--- src/thc_pkg.sv ---
// Shared constants and result payload type for the thermostat hysteresis controller.
// No dependencies.
package thc_pkg;

   localparam int ADC_BITS_DEFAULT = 10;

   // Sample scaling: scaled = (sample - 341) * 335 + 72600, units of 1/2640 degree
   localparam int SAMPLE_OFFSET = 341;
   localparam int SCALE_MUL     = 335;
   localparam int SCALE_BASE    = 72600;
   localparam int SCALE_BIAS    = SCALE_BASE - SAMPLE_OFFSET * SCALE_MUL;

   // One tenth of a degree in scaled units
   localparam int TENTH_UNITS = 264;

   localparam int HYST_W   = 7;
   localparam int BAND_W   = 15;
   localparam int CNT_W    = 8;
   localparam int BTN_NUM  = 4;

   localparam logic [HYST_W-1:0] HYST_MAX       = HYST_W'(99);
   localparam logic [HYST_W-1:0] HYST_MIN       = HYST_W'(1);
   localparam logic [CNT_W-1:0]  DEBOUNCE_RESET = CNT_W'(100);

   // Button positions in the debounce bank
   localparam int BTN_RUN  = 0;
   localparam int BTN_UP   = 1;
   localparam int BTN_DOWN = 2;
   localparam int BTN_VIEW = 3;

   typedef struct packed {
      logic              heater_on;
      logic              running;
      logic [HYST_W-1:0] hysteresis_tenths;
      logic              show_celsius;
   } rsp_payload_type;

endpackage

--- src/thc_channels.sv ---
// Valid/ready channel interfaces: poll tick input, status result, and debounce register write.
// Depends on thc_pkg.
interface thc_req_if #(
   parameter int ADC_BITS = thc_pkg::ADC_BITS_DEFAULT
);
   logic                valid;
   logic                ready;
   logic                sample_valid;
   logic [ADC_BITS-1:0] temp_sample;
   logic [ADC_BITS-1:0] setpoint_sample;
   logic                btn_run;
   logic                btn_up;
   logic                btn_down;
   logic                btn_view;

   modport source (
      output valid, sample_valid, temp_sample, setpoint_sample,
             btn_run, btn_up, btn_down, btn_view,
      input  ready
   );
   modport sink (
      input  valid, sample_valid, temp_sample, setpoint_sample,
             btn_run, btn_up, btn_down, btn_view,
      output ready
   );
endinterface

interface thc_rsp_if;
   logic                        valid;
   logic                        ready;
   logic                        heater_on;
   logic                        running;
   logic [thc_pkg::HYST_W-1:0]  hysteresis_tenths;
   logic                        show_celsius;

   modport source (
      output valid, heater_on, running, hysteresis_tenths, show_celsius,
      input  ready
   );
   modport sink (
      input  valid, heater_on, running, hysteresis_tenths, show_celsius,
      output ready
   );
endinterface

interface thc_csr_if;
   logic                       valid;
   logic                       ready;
   logic [thc_pkg::CNT_W-1:0]  debounce_count;

   modport source (
      output valid, debounce_count,
      input  ready
   );
   modport sink (
      input  valid, debounce_count,
      output ready
   );
endinterface

--- src/thc_debounce.sv ---
// Debounce counter for one active-low button; pulses act once per held press.
// Depends on thc_pkg.
module thc_debounce (
   input  logic                       clock,
   input  logic                       reset,
   input  logic                       tick,
   input  logic                       level,
   input  logic [thc_pkg::CNT_W-1:0]  reload,
   output logic                       act
);
   import thc_pkg::*;

   logic [CNT_W-1:0] count_ff, count_in;
   logic             acted_ff, acted_in;
   logic [CNT_W-1:0] count_dec;

   assign count_dec = count_ff - CNT_W'(1);

   always_comb begin
      count_in = count_ff;
      acted_in = acted_ff;
      act      = 1'b0;
      if (tick) begin
         if (level) begin
            // released: reload and rearm
            count_in = reload;
            acted_in = 1'b0;
         end else if (!acted_ff) begin
            count_in = count_dec;
            if (count_dec == '0) begin
               acted_in = 1'b1;
               act      = 1'b1;
            end
         end
      end
   end

   always_ff @(posedge clock) begin
      if (reset) begin
         count_ff <= DEBOUNCE_RESET;
         acted_ff <= 1'b0;
      end else begin
         count_ff <= count_in;
         acted_ff <= acted_in;
      end
   end

endmodule

--- src/thc_out_skid.sv ---
// Two-entry result buffer: output register plus skid register.
// Depends on thc_pkg.
module thc_out_skid (
   input  logic                     clock,
   input  logic                     reset,
   input  logic                     in_valid,
   output logic                     in_ready,
   input  thc_pkg::rsp_payload_type in_data,
   output logic                     out_valid,
   input  logic                     out_ready,
   output thc_pkg::rsp_payload_type out_data
);
   import thc_pkg::*;

   logic            out_valid_ff;
   logic            skid_valid_ff;
   rsp_payload_type out_data_ff;
   rsp_payload_type skid_data_ff;
   logic            in_fire;
   logic            out_free;

   assign in_ready  = !skid_valid_ff;
   assign in_fire   = in_valid && in_ready;
   assign out_free  = !out_valid_ff || out_ready;
   assign out_valid = out_valid_ff;
   assign out_data  = out_data_ff;

   always_ff @(posedge clock) begin
      if (reset) begin
         out_valid_ff  <= 1'b0;
         skid_valid_ff <= 1'b0;
      end else if (out_free) begin
         if (skid_valid_ff) begin
            out_valid_ff  <= 1'b1;
            skid_valid_ff <= 1'b0;
         end else begin
            out_valid_ff  <= in_fire;
         end
      end else if (in_fire) begin
         skid_valid_ff <= 1'b1;
      end
   end

   always_ff @(posedge clock) begin
      if (out_free) begin
         if (skid_valid_ff) begin
            out_data_ff <= skid_data_ff;
         end else if (in_fire) begin
            out_data_ff <= in_data;
         end
      end else if (in_fire) begin
         skid_data_ff <= in_data;
      end
   end

endmodule

--- src/thermostat_hysteresis_controller.sv ---
// Bang-bang thermostat with hysteresis, one poll tick per input beat.
// Depends on thc_pkg, thc_channels, thc_debounce and thc_out_skid.
//
// Each req beat is one poll tick: it runs the control step on the stored
// temperature and setpoint, then stores new converter samples when
// sample_valid is set, then handles four debounced active-low buttons (run
// toggle, hysteresis up/down in tenths clamped to 1..99, display toggle).
// Every tick yields exactly one rsp beat with the heater drive and the
// updated status. Throughput is one beat per clock while req_ch.ready is high;
// each result is registered in the buffer's output or skid register.
// A two-entry result buffer keeps req_ch.ready high while one result waits,
// so the input stalls only when two results are pending. The csr channel is
// always ready; a new debounce count applies at a button's next reload.
// Stored values use units of 1/2640 degree: (sample - 341) * 335 + 72600.
module thermostat_hysteresis_controller #(
   parameter int ADC_BITS = thc_pkg::ADC_BITS_DEFAULT
) (
   input  logic      clock,
   input  logic      reset,
   thc_req_if.sink   req_ch,
   thc_rsp_if.source rsp_ch,
   thc_csr_if.sink   csr_ch
);
   import thc_pkg::*;

   // Scaled value width: holds the largest positive result plus sign
   localparam int SCALED_MAX = ((1 << ADC_BITS) - 1 - SAMPLE_OFFSET) * SCALE_MUL + SCALE_BASE;
   localparam int SCALED_W   = $clog2(SCALED_MAX + 1) + 1;
   localparam int CMP_W      = SCALED_W + 1;
   localparam int SAMP_CMP_W = ADC_BITS + 2;

   localparam logic signed [SCALED_W-1:0] BIAS_S = SCALED_W'(SCALE_BIAS);
   localparam logic signed [SCALED_W-1:0] MUL_S  = SCALED_W'(SCALE_MUL);
   localparam logic signed [SCALED_W-1:0] BASE_S = SCALED_W'(SCALE_BASE);

   // ---------------- configuration ----------------
   logic [CNT_W-1:0] debounce_ff;

   assign csr_ch.ready = 1'b1;

   always_ff @(posedge clock) begin
      if (reset) begin
         debounce_ff <= DEBOUNCE_RESET;
      end else if (csr_ch.valid) begin
         debounce_ff <= csr_ch.debounce_count;
      end
   end

   // ---------------- state ----------------
   logic                       run_ff, run_in;
   logic                       heater_ff, heater_in;
   logic                       view_ff, view_in;
   logic [HYST_W-1:0]          hyst_ff, hyst_in;
   logic signed [SCALED_W-1:0] temp_ff, temp_in;
   logic signed [SCALED_W-1:0] set_ff, set_in;

   logic            tick;
   logic            buf_ready;
   rsp_payload_type rsp_data;

   assign tick         = req_ch.valid && buf_ready;
   assign req_ch.ready = buf_ready;

   // ---------------- control step on stored values ----------------
   logic [BAND_W-1:0]       band;
   logic signed [CMP_W-1:0] temp_ext;
   logic signed [CMP_W-1:0] low_lim;
   logic signed [CMP_W-1:0] high_lim;

   assign band     = BAND_W'(hyst_ff) * BAND_W'(TENTH_UNITS);
   assign temp_ext = CMP_W'(temp_ff);
   assign low_lim  = CMP_W'(set_ff) - $signed(CMP_W'(band));
   assign high_lim = CMP_W'(set_ff) + $signed(CMP_W'(band));

   always_comb begin
      heater_in = heater_ff;
      if (!run_ff) begin
         heater_in = 1'b0;
      end else if (temp_ext < low_lim) begin
         heater_in = 1'b1;
      end else if (temp_ext > high_lim) begin
         heater_in = 1'b0;
      end
   end

   // ---------------- sample scaling ----------------
   logic signed [SCALED_W-1:0] temp_new;
   logic signed [SCALED_W-1:0] set_new;
   logic                       set_low;

   assign temp_new = $signed({{(SCALED_W-ADC_BITS){1'b0}}, req_ch.temp_sample}) * MUL_S + BIAS_S;
   assign set_new  = $signed({{(SCALED_W-ADC_BITS){1'b0}}, req_ch.setpoint_sample}) * MUL_S
                     + BIAS_S;
   // setpoint at or below the offset clamps to the base value
   assign set_low  = SAMP_CMP_W'(req_ch.setpoint_sample) <= SAMP_CMP_W'(SAMPLE_OFFSET);

   always_comb begin
      temp_in = temp_ff;
      set_in  = set_ff;
      if (req_ch.sample_valid) begin
         temp_in = temp_new;
         set_in  = set_low ? BASE_S : set_new;
      end
   end

   // ---------------- buttons ----------------
   logic [BTN_NUM-1:0] btn_level;
   logic [BTN_NUM-1:0] btn_act;
   logic [HYST_W-1:0]  hyst_up;

   assign btn_level[BTN_RUN]  = req_ch.btn_run;
   assign btn_level[BTN_UP]   = req_ch.btn_up;
   assign btn_level[BTN_DOWN] = req_ch.btn_down;
   assign btn_level[BTN_VIEW] = req_ch.btn_view;

   for (genvar i = 0; i < BTN_NUM; i++) begin : g_btn
      thc_debounce u_debounce (
         .clock  (clock),
         .reset  (reset),
         .tick   (tick),
         .level  (btn_level[i]),
         .reload (debounce_ff),
         .act    (btn_act[i])
      );
   end

   // up is applied before down within one tick
   always_comb begin
      hyst_up = hyst_ff;
      if (btn_act[BTN_UP]) begin
         hyst_up = (hyst_ff >= HYST_MAX) ? HYST_MAX : hyst_ff + HYST_W'(1);
      end
      hyst_in = hyst_up;
      if (btn_act[BTN_DOWN]) begin
         hyst_in = (hyst_up <= HYST_MIN) ? HYST_MIN : hyst_up - HYST_W'(1);
      end
   end

   assign run_in  = run_ff ^ btn_act[BTN_RUN];
   assign view_in = view_ff ^ btn_act[BTN_VIEW];

   always_ff @(posedge clock) begin
      if (reset) begin
         run_ff    <= 1'b0;
         heater_ff <= 1'b0;
         view_ff   <= 1'b0;
         hyst_ff   <= HYST_MIN;
         temp_ff   <= '0;
         set_ff    <= '0;
      end else if (tick) begin
         run_ff    <= run_in;
         heater_ff <= heater_in;
         view_ff   <= view_in;
         hyst_ff   <= hyst_in;
         temp_ff   <= temp_in;
         set_ff    <= set_in;
      end
   end

   // ---------------- result ----------------
   rsp_payload_type tick_result;
   logic            rsp_valid;

   assign tick_result.heater_on         = heater_in;
   assign tick_result.running           = run_in;
   assign tick_result.hysteresis_tenths = hyst_in;
   assign tick_result.show_celsius      = view_in;

   thc_out_skid u_out_skid (
      .clock     (clock),
      .reset     (reset),
      .in_valid  (req_ch.valid),
      .in_ready  (buf_ready),
      .in_data   (tick_result),
      .out_valid (rsp_valid),
      .out_ready (rsp_ch.ready),
      .out_data  (rsp_data)
   );

   assign rsp_ch.valid             = rsp_valid;
   assign rsp_ch.heater_on         = rsp_data.heater_on;
   assign rsp_ch.running           = rsp_data.running;
   assign rsp_ch.hysteresis_tenths = rsp_data.hysteresis_tenths;
   assign rsp_ch.show_celsius      = rsp_data.show_celsius;

endmodule

--- src/flat_wrapper.sv ---
// flat-port wrapper written by rule: the top's interface ports become plain ports
module thermostat_hysteresis_controller_flat import thc_pkg::*;
#(
   parameter int ADC_BITS = thc_pkg::ADC_BITS_DEFAULT
)
  (clock, reset, req_ch_valid, req_ch_sample_valid, req_ch_temp_sample, req_ch_setpoint_sample, req_ch_btn_run, req_ch_btn_up, req_ch_btn_down, req_ch_btn_view, req_ch_ready, rsp_ch_valid, rsp_ch_heater_on, rsp_ch_running, rsp_ch_hysteresis_tenths, rsp_ch_show_celsius, rsp_ch_ready, csr_ch_valid, csr_ch_debounce_count, csr_ch_ready);
  thc_req_if #(.ADC_BITS(ADC_BITS)) req_ch_i ();
  thc_rsp_if rsp_ch_i ();
  thc_csr_if csr_ch_i ();
  input  logic clock;
  input  logic reset;
  input wire logic [$bits(req_ch_i.valid)-1:0] req_ch_valid;
  input wire logic [$bits(req_ch_i.sample_valid)-1:0] req_ch_sample_valid;
  input wire logic [$bits(req_ch_i.temp_sample)-1:0] req_ch_temp_sample;
  input wire logic [$bits(req_ch_i.setpoint_sample)-1:0] req_ch_setpoint_sample;
  input wire logic [$bits(req_ch_i.btn_run)-1:0] req_ch_btn_run;
  input wire logic [$bits(req_ch_i.btn_up)-1:0] req_ch_btn_up;
  input wire logic [$bits(req_ch_i.btn_down)-1:0] req_ch_btn_down;
  input wire logic [$bits(req_ch_i.btn_view)-1:0] req_ch_btn_view;
  output wire logic [$bits(req_ch_i.ready)-1:0] req_ch_ready;
  output wire logic [$bits(rsp_ch_i.valid)-1:0] rsp_ch_valid;
  output wire logic [$bits(rsp_ch_i.heater_on)-1:0] rsp_ch_heater_on;
  output wire logic [$bits(rsp_ch_i.running)-1:0] rsp_ch_running;
  output wire logic [$bits(rsp_ch_i.hysteresis_tenths)-1:0] rsp_ch_hysteresis_tenths;
  output wire logic [$bits(rsp_ch_i.show_celsius)-1:0] rsp_ch_show_celsius;
  input wire logic [$bits(rsp_ch_i.ready)-1:0] rsp_ch_ready;
  input wire logic [$bits(csr_ch_i.valid)-1:0] csr_ch_valid;
  input wire logic [$bits(csr_ch_i.debounce_count)-1:0] csr_ch_debounce_count;
  output wire logic [$bits(csr_ch_i.ready)-1:0] csr_ch_ready;
  assign req_ch_i.valid = req_ch_valid;
  assign req_ch_i.sample_valid = req_ch_sample_valid;
  assign req_ch_i.temp_sample = req_ch_temp_sample;
  assign req_ch_i.setpoint_sample = req_ch_setpoint_sample;
  assign req_ch_i.btn_run = req_ch_btn_run;
  assign req_ch_i.btn_up = req_ch_btn_up;
  assign req_ch_i.btn_down = req_ch_btn_down;
  assign req_ch_i.btn_view = req_ch_btn_view;
  assign req_ch_ready = req_ch_i.ready;
  assign rsp_ch_valid = rsp_ch_i.valid;
  assign rsp_ch_heater_on = rsp_ch_i.heater_on;
  assign rsp_ch_running = rsp_ch_i.running;
  assign rsp_ch_hysteresis_tenths = rsp_ch_i.hysteresis_tenths;
  assign rsp_ch_show_celsius = rsp_ch_i.show_celsius;
  assign rsp_ch_i.ready = rsp_ch_ready;
  assign csr_ch_i.valid = csr_ch_valid;
  assign csr_ch_i.debounce_count = csr_ch_debounce_count;
  assign csr_ch_ready = csr_ch_i.ready;
  thermostat_hysteresis_controller #(.ADC_BITS(ADC_BITS)) u_core (.clock(clock), .reset(reset), .req_ch(req_ch_i), .rsp_ch(rsp_ch_i), .csr_ch(csr_ch_i));
endmodule
--- config.mk ---
export PLATFORM = sky130hd
export DESIGN_NAME = thermostat_hysteresis_controller_flat
export DESIGN_NICKNAME = d
export VERILOG_FILES = /design/src/thc_pkg.sv /design/src/thc_channels.sv /design/src/thc_debounce.sv /design/src/thc_out_skid.sv /design/src/thermostat_hysteresis_controller.sv /design/src/flat_wrapper.sv
export SDC_FILE = /design/constraint.sdc
export NUM_CORES = 1
export LEC_CHECK = 0
export ABC_AREA = 1
export BUFFER_PORTS_ARGS = -buffer_cell sky130_fd_sc_hd__clkbuf_2
export CORE_MARGIN = 2
export CORE_UTILIZATION = 35
export CTS_CLUSTER_SIZE = 24
export DETAILED_ROUTE_END_ITERATION = 10
export SYNTH_ARGS = -nofsm -noshare
export SYNTH_HDL_FRONTEND = slang
export SYNTH_HIERARCHICAL = 1
export SYNTH_SLANG_ARGS = --single-unit
--- constraint.sdc ---
create_clock -name clock -period 4.25 [get_ports clock]
set_input_delay 0.425 -clock clock [delete_from_list [all_inputs] [get_ports clock]]
set_output_delay 0.425 -clock clock [all_outputs]
set_load 0.02 [all_outputs]
-- After elaboration in Yosys (flattened, before gate mapping)
Index checks and enable logic that the tools add are counted.
- muxes and demuxes: 43
- order comparisons: 5
- $add $sub $neg: 10
- multiply operators: 3
- bitwise operators: 3
- equal/unequal tests: 4
- reductions and logical operators: 17
- operators by type and width (operator ; count):
    $mux W8 ; 8
    $add A20 B17 Y20 const B ; 2
    $mul A10 B9 Y19 const B ; 2
    $logic_not A8 Y1 ; 4
    $sub A8 B1 Y8 const B ; 4
    $mux W1 ; 28
    $mux W7 ; 4
    $add A20 B16 Y21 ; 1
    $gt A20 B21 Y1 ; 1
    $lt A20 B21 Y1 ; 1
    $sub A20 B16 Y21 ; 1
    $mux W10 ; 2
    $mux W20 ; 1
    $reduce_and A2 Y1 ; 7
    $mul A7 B6 Y12 const B ; 1
    $le A10 B9 Y1 const B ; 1
    $ne A2 B2 Y1 const B ; 4
    $add A7 B1 Y7 const B ; 1
    $ge A7 B7 Y1 const B ; 1
    $le A7 B1 Y1 const B ; 1
    $sub A7 B1 Y7 const B ; 1
    $logic_not A1 Y1 ; 2
    $reduce_bool A2 Y1 ; 1
    $reduce_or A2 Y1 ; 1
    4 further kinds ; 5
- output and inout port bits: 13
- word-level logic and storage cells: 110
- bits in registers: 116
- input port bits: 38

-- Depth between registers and ports, before layout
Gate-level depths: netlist of run 1.
- depth in word-level cells: 12
- depth in mapped cells: 33
- depth with buffers taken out: 32

-- Hierarchy
Netlist of run 1, hierarchy kept.
- by module, submodules not included (module ; area an instance (µm²) ; seq. area each (µm²) ; cells an instance ; times used):
    thermostat_hysteresis_controller ; 10161.0 ; 1161.1 ; 1443 ; 1
    thc_debounce ; 635.6 ; 180.2 ; 96 ; 4
    thc_out_skid ; 822.0 ; 640.6 ; 65 ; 1

-- Least setup slack after synthesis of run 1
No wires, ideal clock.
- path type: reg-to-reg
- start: reg u_core.hyst_ff[1]
- end: reg u_core.u_out_skid.out_data_ff, in the netlist u_core/u_out_skid/out_data[9], data pin
- library setup time: 0.252 ns
- data arrival time: 4.158 ns
- stages on the path, launching flop included: 28
- path slack: -0.160 ns
- required time: 3.998 ns
- buffers on the path: 1
- clock period less this slack: 4.410 ns
- path through: dfxtp_1 ha_1 ha_1 ha_1 fa_1 nand3_1 xor2_1 inv_1 ha_1 clkbuf_1 inv_1 a21oi_1 and3_1 nand2_1 xor2_1 ha_1 nand2_1 nor2_1 nand4_1 or2_2 nand3_1 nand2_1 nand2_1 nand2_1 nand2_1 inv_1 nand2_1 nand2_1
- longest elaborated chain between the ends: 8
- elaborated cells between the ends (all ways): 10
- those cells by class: add/sub (2); mul (1); order compare (2); mux (5)
- RTL lines (what ; line ; source):
    start, declared ; thermostat_hysteresis_controller.sv:53 ; logic [HYST_W-1:0] hyst_ff, hyst_in;
    start signal, assigned ; thermostat_hysteresis_controller.sv:154 ; hyst_ff <= hyst_in;
    $mul A7 B6 Y12 (*) ; thermostat_hysteresis_controller.sv:70 ; assign band = BAND_W'(hyst_ff) * BAND_W'(TENTH_UNITS);
    $add A20 B16 Y21 ; thermostat_hysteresis_controller.sv:73 ; assign high_lim = CMP_W'(set_ff) + $signed(CMP_W'(band));
    $gt A20 B21 Y1 ; thermostat_hysteresis_controller.sv:81 ; end else if (temp_ext > high_lim) begin
    $mux W1 ; thermostat_hysteresis_controller.sv:81 ;
    $mux W1 (*) ; thermostat_hysteresis_controller.sv:79 ; end else if (temp_ext < low_lim) begin
    $mux W1 (*) ; thermostat_hysteresis_controller.sv:77 ; if (!run_ff) begin
    net u_core.heater_in ; thermostat_hysteresis_controller.sv:51 ; logic heater_ff, heater_in;
    $mux W10 (*) ; thc_out_skid.sv:48 ; end else if (in_fire) begin
    $mux W10 (*) ; thc_out_skid.sv:46 ; if (skid_valid_ff) begin
    end signal, assigned ; thc_out_skid.sv:47 ; out_data_ff <= skid_data_ff;
    end signal, assigned ; thc_out_skid.sv:49 ; out_data_ff <= in_data;
    end, declared ; thc_out_skid.sv:17 ; rsp_payload_type out_data_ff;
Mark *: on every way through the listed nets, which the timed path passes. The rest lies on a longest branch. The select of a mux whose other input is x is not followed.
A chain may end at the register's enable or synchronous reset.

-- Worst setup path after layout of run 1
- start: reg u_core.hyst_ff[6]
- end: reg u_core.u_out_skid.out_data_ff, in the netlist u_core/u_out_skid/out_data[9], data pin
The elaborated chain is that of the path after synthesis.

==> impl_metrics.toml, run 1 <==
[setup_path]
critPathLaunchType = "flip-flop"
worstSetupEndpoint = "u_core/u_out_skid/out_data[9]$_DFFE_PP_"
reg2reg_depth = 25
cp_slowest_stage_delay_ns = 0.34
end_kind = "flip-flop"
required_ns = 4.43
path_class = "flip-flop to flip-flop"
r2r-start = "u_core/hyst_ff[6]$_SDFFE_PP0P_"
cp_max_fo = 5
slowest_stage = "ha_1"
cp_common_cell = "nand2_1"
startpoint = "u_core/hyst_ff[6]$_SDFFE_PP0P_"
r2r_setup_slack_ns = 0.07
cp_data_arrival_time_ns = 4.36
r2r-end = "u_core/u_out_skid/out_data[9]$_DFFE_PP_"

[synth]
yosys-top-cells-area = "ha_1, dfxtp_1, nand2_1"
synth-seq-cells = 116
yosys_warnings = 6
synth_ff_type = "dfxtp_1"
synth_top_family_by_area = "adder cells"
ys_seq_area_share_pct = 18.6
synth_xor_area_share_pct = 4.21
yosysTopAreaCellShare_pct = 18.4
synth_mux_area_share_pct = 0.0740
yosysMostFrequentCell = "nand2_1"
syn_nets = 2190
synth_compound_area_share_pct = 12.2
synth_edf_count = 20
yosysUniqueCellTypes = 54
yosysTopAreaCell = "ha_1"
syn_inst = 1892
yosys-top-cells-count = "nand2_1, inv_1, ha_1, a21oi_1"
synth.avg_cell_area_um2 = 7.15
synthAdderAreaFrac_pct = 27.4
synthSimpleGateAreaFrac_pct = 26.0
syn_area_um2 = 13500
synthArstFlopShare_pct = 0

[job]
drv_cap = 0

[sta]
worst_pin_slew_ns = 0.974
fmax_ghz = 0.239
hold_slack_ns = 0.221
period_minus_slack_ns = 4.18
setup_viol = 0
fin_worst_skew_ns = 0.0125
period_share_pct = 98.4
setup_slack_ns = 0.0677
finalHoldViolCount = 0
rsz0062_at_grt = "yes"
maxSlewHeadroom_pct = 35.1
slew_viol_final = 0

[clock_tree]
cts_tree = "built"
numCtsBuffers = 17
clockRootBuffer = "clkbuf_16"
clk_latency_ns = 0.42
h-tree-depth = 4
cts.clk_slew.worst_paths_ns = 0.06
clockBufferDepth = 2
holdBufCountCts = 0
cts_sinks = 116

[place]
dp_slack_ns = -0.360
gp_congestion = 0.875
place_area_um2 = 15300
portBuffers = 49
hpwl_um = 26300
placed_cells = 2556

[die]
start_util_pct = 35.2
fp.dieW_um = 201
io_pins = 51
core_area_um2 = 38400
rows = 72
die_y_um = 201
dieArea_um2 = 40200

[global_route]
grt_pass1_wl_um = 56000
antenna_found_initial = 0
grt.overflow.total = 0
track_usage_pct = 16.4
grt_pass1_vias = 12100
grt_max_degree = 36

[cells_and_area]
final_nets = 2359
multi_input_area_um2 = 9840
area_delta_synth_final_pct = 20.6
antenna_cells = 0
regArea_um2 = 2520
finalInstanceArea_um2 = 16300
nFillCells = 3965
instances_no_fill = 2592
drive_above_1_share_pct = 19.4

[route]
wl_per_cell_um = 12.7
avgViaCountPerCell = 4.81
num_vias = 12500
first_pass_iters = 5
drc = 0
drtAntennaViolNets = 0
wl_um = 32900
drtIter0Drc = 588

[power]
irDropWorstVdd_mv = 0.266
p_per_area_nw_per_um2 = 544
finalPower_mw = 8.87
leakagePower_nw = 8.56

[status]
status = "completed"

[hold_path]
min_path_type = "input pin to flip-flop"
[power by group]
part | leakage, nW | switching [mW] | internal, mW
combinational | 7.27 | 3.41 | 2.55
sequential | 0.984 | 0.131 | 1.24
clock | 0.308 | 0.591 | 0.951
total | 8.56 | 4.13 | 4.74
[through the flow]
| step | util [%] | TNS (ns) |
|---|---|---|
| 3_3_place_gp | 39.8 | -1.68 |
| 6_report | 42.5 | 0 |
| 4_1_cts | 41.8 | 0 |
| 2_1_floorplan | - | 0 |
| 3_5_place_dp | 39.8 | -2.55 |
| 5_1_grt | 42.5 | -0.305 |
[logic make-up after synthesis]
| group | count (synthesis) |
|---|---|
| AO/OA/AOI/OAI | 286 |
| XOR/XNOR | 59 |
| adder cells (fa/ha/maj) | 260 |
| buffers and inverters | 402 |
| flip-flops | 116 |
| multiplexers | 1 |
| other | 1 |
| AND/OR/NAND/NOR | 767 |
[repair_timing]
action	in CTS	in global routing
buffers inserted	2	2
pin swaps	21	22
cloned	0	0
resized for setup	31	50
setup endpoints to repair	3	8
hold endpoints to repair	0	0
[state kept, by name, indices dropped and copies added, names as in the netlist]
signal                            flops
u_core/debounce_ff                    8
u_core/g_btn.u_debounce/acted_ff      4
u_core/g_btn.u_debounce/count_ff     32
u_core/heater_ff                      1
u_core/hyst_ff                        7
u_core/run_ff                         1
u_core/set_ff                        20
u_core/temp_ff                       20
u_core/u_out_skid/out_data           10
u_core/u_out_skid/out_valid           1
u_core/u_out_skid/skid_data_ff       10
u_core/u_out_skid/skid_valid_ff       1
u_core/view_ff                        1
[cell usage in the layout (no fill, tap or decap), types with 12 or more instances in the layout]
cell type	synthesis	layout
ha_4	0	12
a21oi_1	118	109
nand2_1	393	385
nand3_2	12	16
nor2_2	27	32
o21ai_0	87	82
o211ai_1	13	13
edfxtp_1	20	20
nand3_1	115	110
nor2_1	115	109
fa_1	61	60
dfxtp_1	96	94
nand2_2	36	43
clkbuf_2	2	49
inv_1	361	355
clkbuf_16	0	19
buf_4	2	133
xor2_1	47	44
ha_1	199	186
a21oi_2	9	16
a31oi_1	12	12
nand4_1	32	32
[cell type report]
cell class                 count  area share, %
inverter                     367           8.44
timing repair buffer         185           7.88
sequential                   116           15.5
clock inverter                13          0.966
clock buffer                  19           2.91
tap                          518           3.97
multi-input combinational   1374           60.3
[worst max-delay path, delay by kind of cell (launching register included)]
kind / cells / cell delay [ns]
fa+ha+maj: 5 / 1.22
xor+xnor: 1 / 0.19
simple gates: 13 / 1.22
flops: 1 / 0.33
compound gates: 4 / 0.88
buf+inv: 2 / 0.10
[layer usage]
| layer | vias to the layer above | GRT usage, % | wire, um |
|---|---|---|---|
| li1 | 6413 | - | - |
| met4 | 0 | 5.13 | 787 |
| met3 | 45 | 1.87 | 975 |
| met2 | 198 | 27.5 | 15100 |
| met1 | 5819 | 22.2 | 16100 |
| met5 | - | 0 | 0 |
[how the worst min path moves through the flow]
stage,from,end,cells after the start
2_1_floorplan,u_core/temp_ff[0]$_SDFFE_PP0P_,u_core/temp_ff[0]$_SDFFE_PP0P_,2
3_3_place_gp,u_core/temp_ff[0]$_SDFFE_PP0P_,u_core/temp_ff[0]$_SDFFE_PP0P_,2
3_5_place_dp,u_core/temp_ff[0]$_SDFFE_PP0P_,u_core/temp_ff[0]$_SDFFE_PP0P_,2
4_1_cts,csr_ch_debounce_count[2],u_core/debounce_ff[2]$_SDFFE_PP1P_,3
5_1_grt,csr_ch_debounce_count[2],u_core/debounce_ff[2]$_SDFFE_PP1P_,3
6_report,csr_ch_debounce_count[2],u_core/debounce_ff[2]$_SDFFE_PP1P_,3
(Power assumes the default switching activity.)
==> run 2, diff against run 1 <==
Settings changed: RECOVER_POWER set to 100.
Clock period 4.25 ns to 4 ns, I/O delays scaled along.
==> run 2 against run 1 <==
  * The flow now finishes with violations (capacitance limit, slew limit, setup timing)
  * Final area rose by 2.5%
  * Cell count rose by 1.7%
  * Combinational power rose by 19%
  * Highest routed layer unchanged
  * Count of clock-buffer cells in the layout rose by 2
  * Clock power barely moved
==> impl_metrics.toml, run 2 (same netlist as run 1, synthesis figures left out) <==
[setup_path]
cp_common_cell = "nand2_1"
cp_data_arrival_time_ns = 4.48
r2r-start = "u_core/hyst_ff[1]$_SDFFE_PP0P_"
cp_max_fo = 7
end_kind = "flip-flop"
required_ns = 4.17
crit_buf_inv = 4
startpoint = "u_core/hyst_ff[1]$_SDFFE_PP0P_"
path_class = "flip-flop to flip-flop"
slowest_stage = "fa_2"
critPathLaunchType = "flip-flop"
cp_top_family = "adder cells"
cp_slowest_stage_delay_ns = 0.39

[route]
wl_um = 33100
num_vias = 12500
drc = 0
drtIter0Drc = 553
avgViaCountPerCell = 4.74
first_pass_iters = 4
wl_per_cell_um = 12.6
drtAntennaViolNets = 0

[place]
hpwl_um = 26500
gp_congestion = 0.865
portBuffers = 49
placed_cells = 2596

[cells_and_area]
area_delta_synth_final_pct = 23.7
instances_no_fill = 2635
drive_above_1_share_pct = 22.0
largest_register_ff_count = 32
antenna_cells = 0
final_nets = 2402
largest_register = "u_core/g_btn.u_debounce/count_ff"
reg.largest.list = "u_core/g_btn.u_debounce/count_ff x32, u_core/set_ff x20, u_core/temp_ff x20"
layout_commonest_cell = "nand2_1"
final_cell_mix = "nand2_1, inv_1, ha_1"
utilization_pct = 43.6

[power]
pwr-share-comb_pct = 70.6
leakagePower_nw = 8.68
swShare_pct = 46.4
p_sw_mw = 4.68
p_per_area_nw_per_um2 = 603
pwr-share-clk_pct = 15.0
internal_power_mw = 5.41
finalPower_mw = 10.1
irDropWorstVdd_mv = 0.314
p_seq_share_pct = 14.4

[global_route]
grt_use_met3_pct = 1.77
grt_pass1_wl_um = 56100
top_usage_layer = "met2"
track_usage_pct = 16.5
grt_util_met1_pct = 22.2
grt_max_degree = 43
antenna_found_initial = 0
grt.overflow.total = 0
grt_pass1_vias = 12000
met2_usage_pct = 28.6

[sta]
finalHoldViolCount = 0
period_minus_slack_ns = 4.30
period_share_pct = 108
worst_pin_slew_ns = 1.96
fin_worst_skew_ns = 0.00985
setup_slack_ns = -0.304
slew_viol_final = 43
maxSlewHeadroom_pct = -31.0
rsz0062_at_grt = "yes"
fmax_ghz = 0.232
setup_viol = 3
tns_ns = -0.650
hold_slack_ns = 0.200

[die]
dieArea_um2 = 40200
fp.dieW_um = 201
start_util_pct = 35.2
core_area_um2 = 38400
io_pins = 51
die_y_um = 201
rows = 72

[clock_tree]
clockBufferDepth = 2
clockRootBuffer = "clkbuf_16"
cts_sinks = 116
cts.clk_slew.worst_paths_ns = 0.06
numCtsBuffers = 17
clk_latency_ns = 0.42
cts_tree = "built"
h-tree-depth = 4

[status]
status = "finished with violations"
violations = "capacitance limit, slew limit, setup timing"

[hold_path]
min_path_type = "input pin to flip-flop"
hold_start = "csr_ch_debounce_count[2]"

[job]
drv_cap = 1
==> run 2: cell count changes in the layout (fill, tap and decap cells not counted), moves of 5 or more <==
cell      previous run  this run
clkbuf_1             0        18
ha_1               186       177
clkbuf_2            49        36
nand2_1            385       368
o21ai_0             82        87
ha_4                12        19
buf_4              133       172
inv_1              355       350
nand2_2             43        56
o21ai_2              8         2
==> run 2: cell type report <==
type	instances	area [um^2]
clock buffer	21	503
clock inverter	11	87.6
fill	3908	21700
inverter	367	1380
multi-input combinational	1375	10000
sequential	116	2530
tap	518	648
timing repair buffer	227	1550
==> run 2: worst paths after layout <==
path                            depth (start not counted)                                      end  slack, ns
worst min-delay path                                    3       u_core/debounce_ff[2]$_SDFFE_PP1P_       0.20
worst min register to register                          2           u_core/temp_ff[0]$_SDFFE_PP0P_       0.47
worst max register to register                         32  u_core/u_out_skid/out_data[9]$_DFFE_PP_      -0.30
worst max-delay path                                   32  u_core/u_out_skid/out_data[9]$_DFFE_PP_      -0.30
==> run 2: metrics by stage <==
stage | cell area [um^2] | setup WS [ns]
3_5_place_dp | 15600 | -0.448
2_1_floorplan | 13600 | 0.0122
6_report | 16700 | -0.304
5_1_grt | 16700 | -0.512
3_3_place_gp | 15600 | -0.380
4_1_cts | 16400 | -0.172
==> run 2: timing repair <==
action / in CTS / in global routing
buffers inserted: 4 / 2
cloned: 0 / 1
setup endpoints to repair: 3 / 23
pin swaps: 31 / 48
hold buffers: 0 / 0
resized for setup: 35 / 89
==> run 2: worst register-to-register path, delay by kind of cell, from the launching register on <==
family        cells  cell delay, ns
xor+xnor          2            0.36
fa+ha+maj         6            1.60
buf+inv           4            0.27
flops             1            0.35
simple gates     20            1.49
==> run 2: metal layers <==
layer,routed length [um],vias up,part of all wire (%)
li1,-,6511,-
met5,0,-,0
met2,15700,171,47
met3,1050,25,3.2
met4,335,0,1.0
met1,16000,5785,48
==> run 2: power groups by stage <==
stage | registers, mW | clock network (mW) | logic (mW)
2_1_floorplan | 1.44 | 0 | 4.18
3_3_place_gp | 1.47 | 0 | 6.31
3_5_place_dp | 1.47 | 0 | 6.41
4_1_cts | 1.45 | 1.55 | 6.55
5_1_grt | 1.47 | 1.60 | 8.05
6_report | 1.45 | 1.51 | 7.12
==> run 3, diff against run 2 <==
Settings changed: ABC_CLOCK_PERIOD_IN_PS set to 4000, PLACE_DENSITY set to 0.47, TNS_END_PERCENT set to 5.
==> run 3 against run 2 <==
  * The flow still finishes with violations (capacitance limit, slew limit, setup timing)
  * Sequential share of layout area decreased by 0.075 points
  * Cell count increased by 0.38%
  * Wire length increased by 7.1%
  * Sequential power about the same
  * Utilization increased by 0.22 points
  * Die area unchanged
  * Worst hold slack got worse by 0.0098 ns
  * Clock skew decreased by 0.0014 ns
  * Critical endpoint unchanged
  * Largest cell class unchanged
  * Largest power group unchanged
==> impl_metrics.toml, run 3 (same netlist as run 1, synthesis figures left out) <==
[setup_path]
cp_slowest_stage_delay_ns = 0.39
r2r-end = "u_core/u_out_skid/out_data[9]$_DFFE_PP_"
path_depth = 26
crit_buf_inv = 3
end_kind = "flip-flop"
r2r_setup_slack_ns = -0.19
r2r-start = "u_core/hyst_ff[6]$_SDFFE_PP0P_"
path_class = "flip-flop to flip-flop"
slowest_stage = "fa_2"
cp_data_arrival_time_ns = 4.38
reg2reg_depth = 26
cp_top_family = "adder cells"
critPathLaunchType = "flip-flop"
required_ns = 4.19
cp_max_fo = 7

[sta]
fin_worst_skew_ns = 0.00840
period_share_pct = 105
fmax_ghz = 0.239
maxSlewHeadroom_pct = -22.6
hold_slack_ns = 0.190
setup_slack_ns = -0.187
slew_viol_final = 36
finalHoldViolCount = 0
rsz0062_at_grt = "yes"
worst_pin_slew_ns = 1.84
period_minus_slack_ns = 4.19
setup_viol = 9

[cells_and_area]
largest_register = "u_core/g_btn.u_debounce/count_ff"
area_delta_synth_final_pct = 24.3
antenna_cells = 0
final_cell_mix = "nand2_1, inv_1, ha_1, buf_4, nor2_1"
drive_above_1_share_pct = 21.5
instances_no_fill = 2645
final_nets = 2412
reg.largest.list = "u_core/g_btn.u_debounce/count_ff x32, u_core/set_ff x20, u_core/temp_ff x20"
largest_register_ff_count = 32
layout_commonest_cell = "nand2_1"
utilization_pct = 43.8

[clock_tree]
clk_latency_ns = 0.43
cts_sinks = 116
holdBufCountCts = 0
cts_tree = "built"
clockBufferDepth = 2
h-tree-depth = 4
numCtsBuffers = 17
clockRootBuffer = "clkbuf_16"
cts.clk_slew.worst_paths_ns = 0.06

[hold_path]
hold_start = "csr_ch_debounce_count[6]"
min_path_type = "input pin to flip-flop"
whs_path_depth = 3
min_to = "u_core/debounce_ff[6]$_SDFFE_PP1P_"

[global_route]
grt_pass1_vias = 12200
met2_usage_pct = 30.0
grt_max_degree = 36
grt.overflow.total = 0
antenna_found_initial = 0
grt_util_met1_pct = 23.6
grt_pass1_wl_um = 59000
track_usage_pct = 17.9
grt_use_met3_pct = 2.47
top_usage_layer = "met2"

[die]
start_util_pct = 35.2
core_area_um2 = 38400
dieArea_um2 = 40200
die_y_um = 201
fp.dieW_um = 201
io_pins = 51
rows = 72

[job]
drv_cap = 1

[status]
violations = "capacitance limit, slew limit, setup timing"
status = "finished with violations"

[power]
leakagePower_nw = 8.73
irDropWorstVdd_mv = 0.345
p_per_area_nw_per_um2 = 608

[route]
drtAntennaViolNets = 0
drc = 0
first_pass_iters = 5
num_vias = 12500
avgViaCountPerCell = 4.71
drtIter0Drc = 530
wl_um = 35500
wl_per_cell_um = 13.4

[place]
placed_cells = 2610
portBuffers = 49
gp_congestion = 0.870
hpwl_um = 28800
run 3: final cells by class:
type                            count  area, um^2
Multi-Input combinational cell   1374        9990
Timing Repair Buffer              238        1640
Sequential cell                   116        2530
Fill cell                        4062       21600
Clock inverter                     12         139
Inverter                          367        1380
Clock buffer                       20         478
Tap cell                          518         648
run 3: power by group:
part           total [mW]  switching (mW)  internal [mW]
clock                1.61           0.612          0.997
combinational        7.15            3.90           3.25
sequential           1.46           0.146           1.31
total                10.2            4.66           5.56
run 3: metrics by stage:
step	setup slack, ns	area, um^2	total power, mW	TNS [ns]
after floorplan	0.0122	13600	5.62	0
after global placement	-0.442	15700	8.11	-7.00
after detailed placement	-0.491	15700	8.15	-7.56
after CTS	-0.192	16600	9.96	-0.306
after global routing	-0.413	16800	11.3	-7.02
final	-0.187	16800	10.2	-0.626
run 3: worst max-delay path by stage:
stage | endpoint | slack [ns] | startpoint
6_report | u_core/u_out_skid/out_data[9]$_DFFE_PP_ | -0.19 | u_core/hyst_ff[6]$_SDFFE_PP0P_
5_1_grt | u_core/u_out_skid/out_data[9]$_DFFE_PP_ | -0.41 | u_core/hyst_ff[6]$_SDFFE_PP0P_
4_1_cts | u_core/u_out_skid/out_data[9]$_DFFE_PP_ | -0.19 | u_core/hyst_ff[1]$_SDFFE_PP0P_
3_5_place_dp | u_core/u_out_skid/out_data[9]$_DFFE_PP_ | -0.49 | u_core/hyst_ff[6]$_SDFFE_PP0P_
3_3_place_gp | u_core/u_out_skid/out_data[9]$_DFFE_PP_ | -0.44 | u_core/hyst_ff[6]$_SDFFE_PP0P_
2_1_floorplan | u_core/u_out_skid/out_data[9]$_DFFE_PP_ | 0.01 | u_core/hyst_ff[6]$_SDFFE_PP0P_
run 3: layer usage:
layer  vias to the layer above  routed length [um]
met3                        44                 796
met5                         -                   0
met4                         0                 930
met2                       132               16600
li1                       6526                   -
met1                      5756               17100
run 3: worst min-delay path: cells and delay by family:
family / cells / cell delay (ns)
buffers and inverters: 1 / 0.08
and+or+nand+nor: 2 / 0.12
run 3: repair_timing:
action | 4_1_cts | 5_1_grt
endpoints found under the hold margin | 0 | 0
setup endpoints to repair | 3 | 24
gates resized for setup | 36 | 66
buffers inserted | 2 | 1
pin swaps | 22 | 42
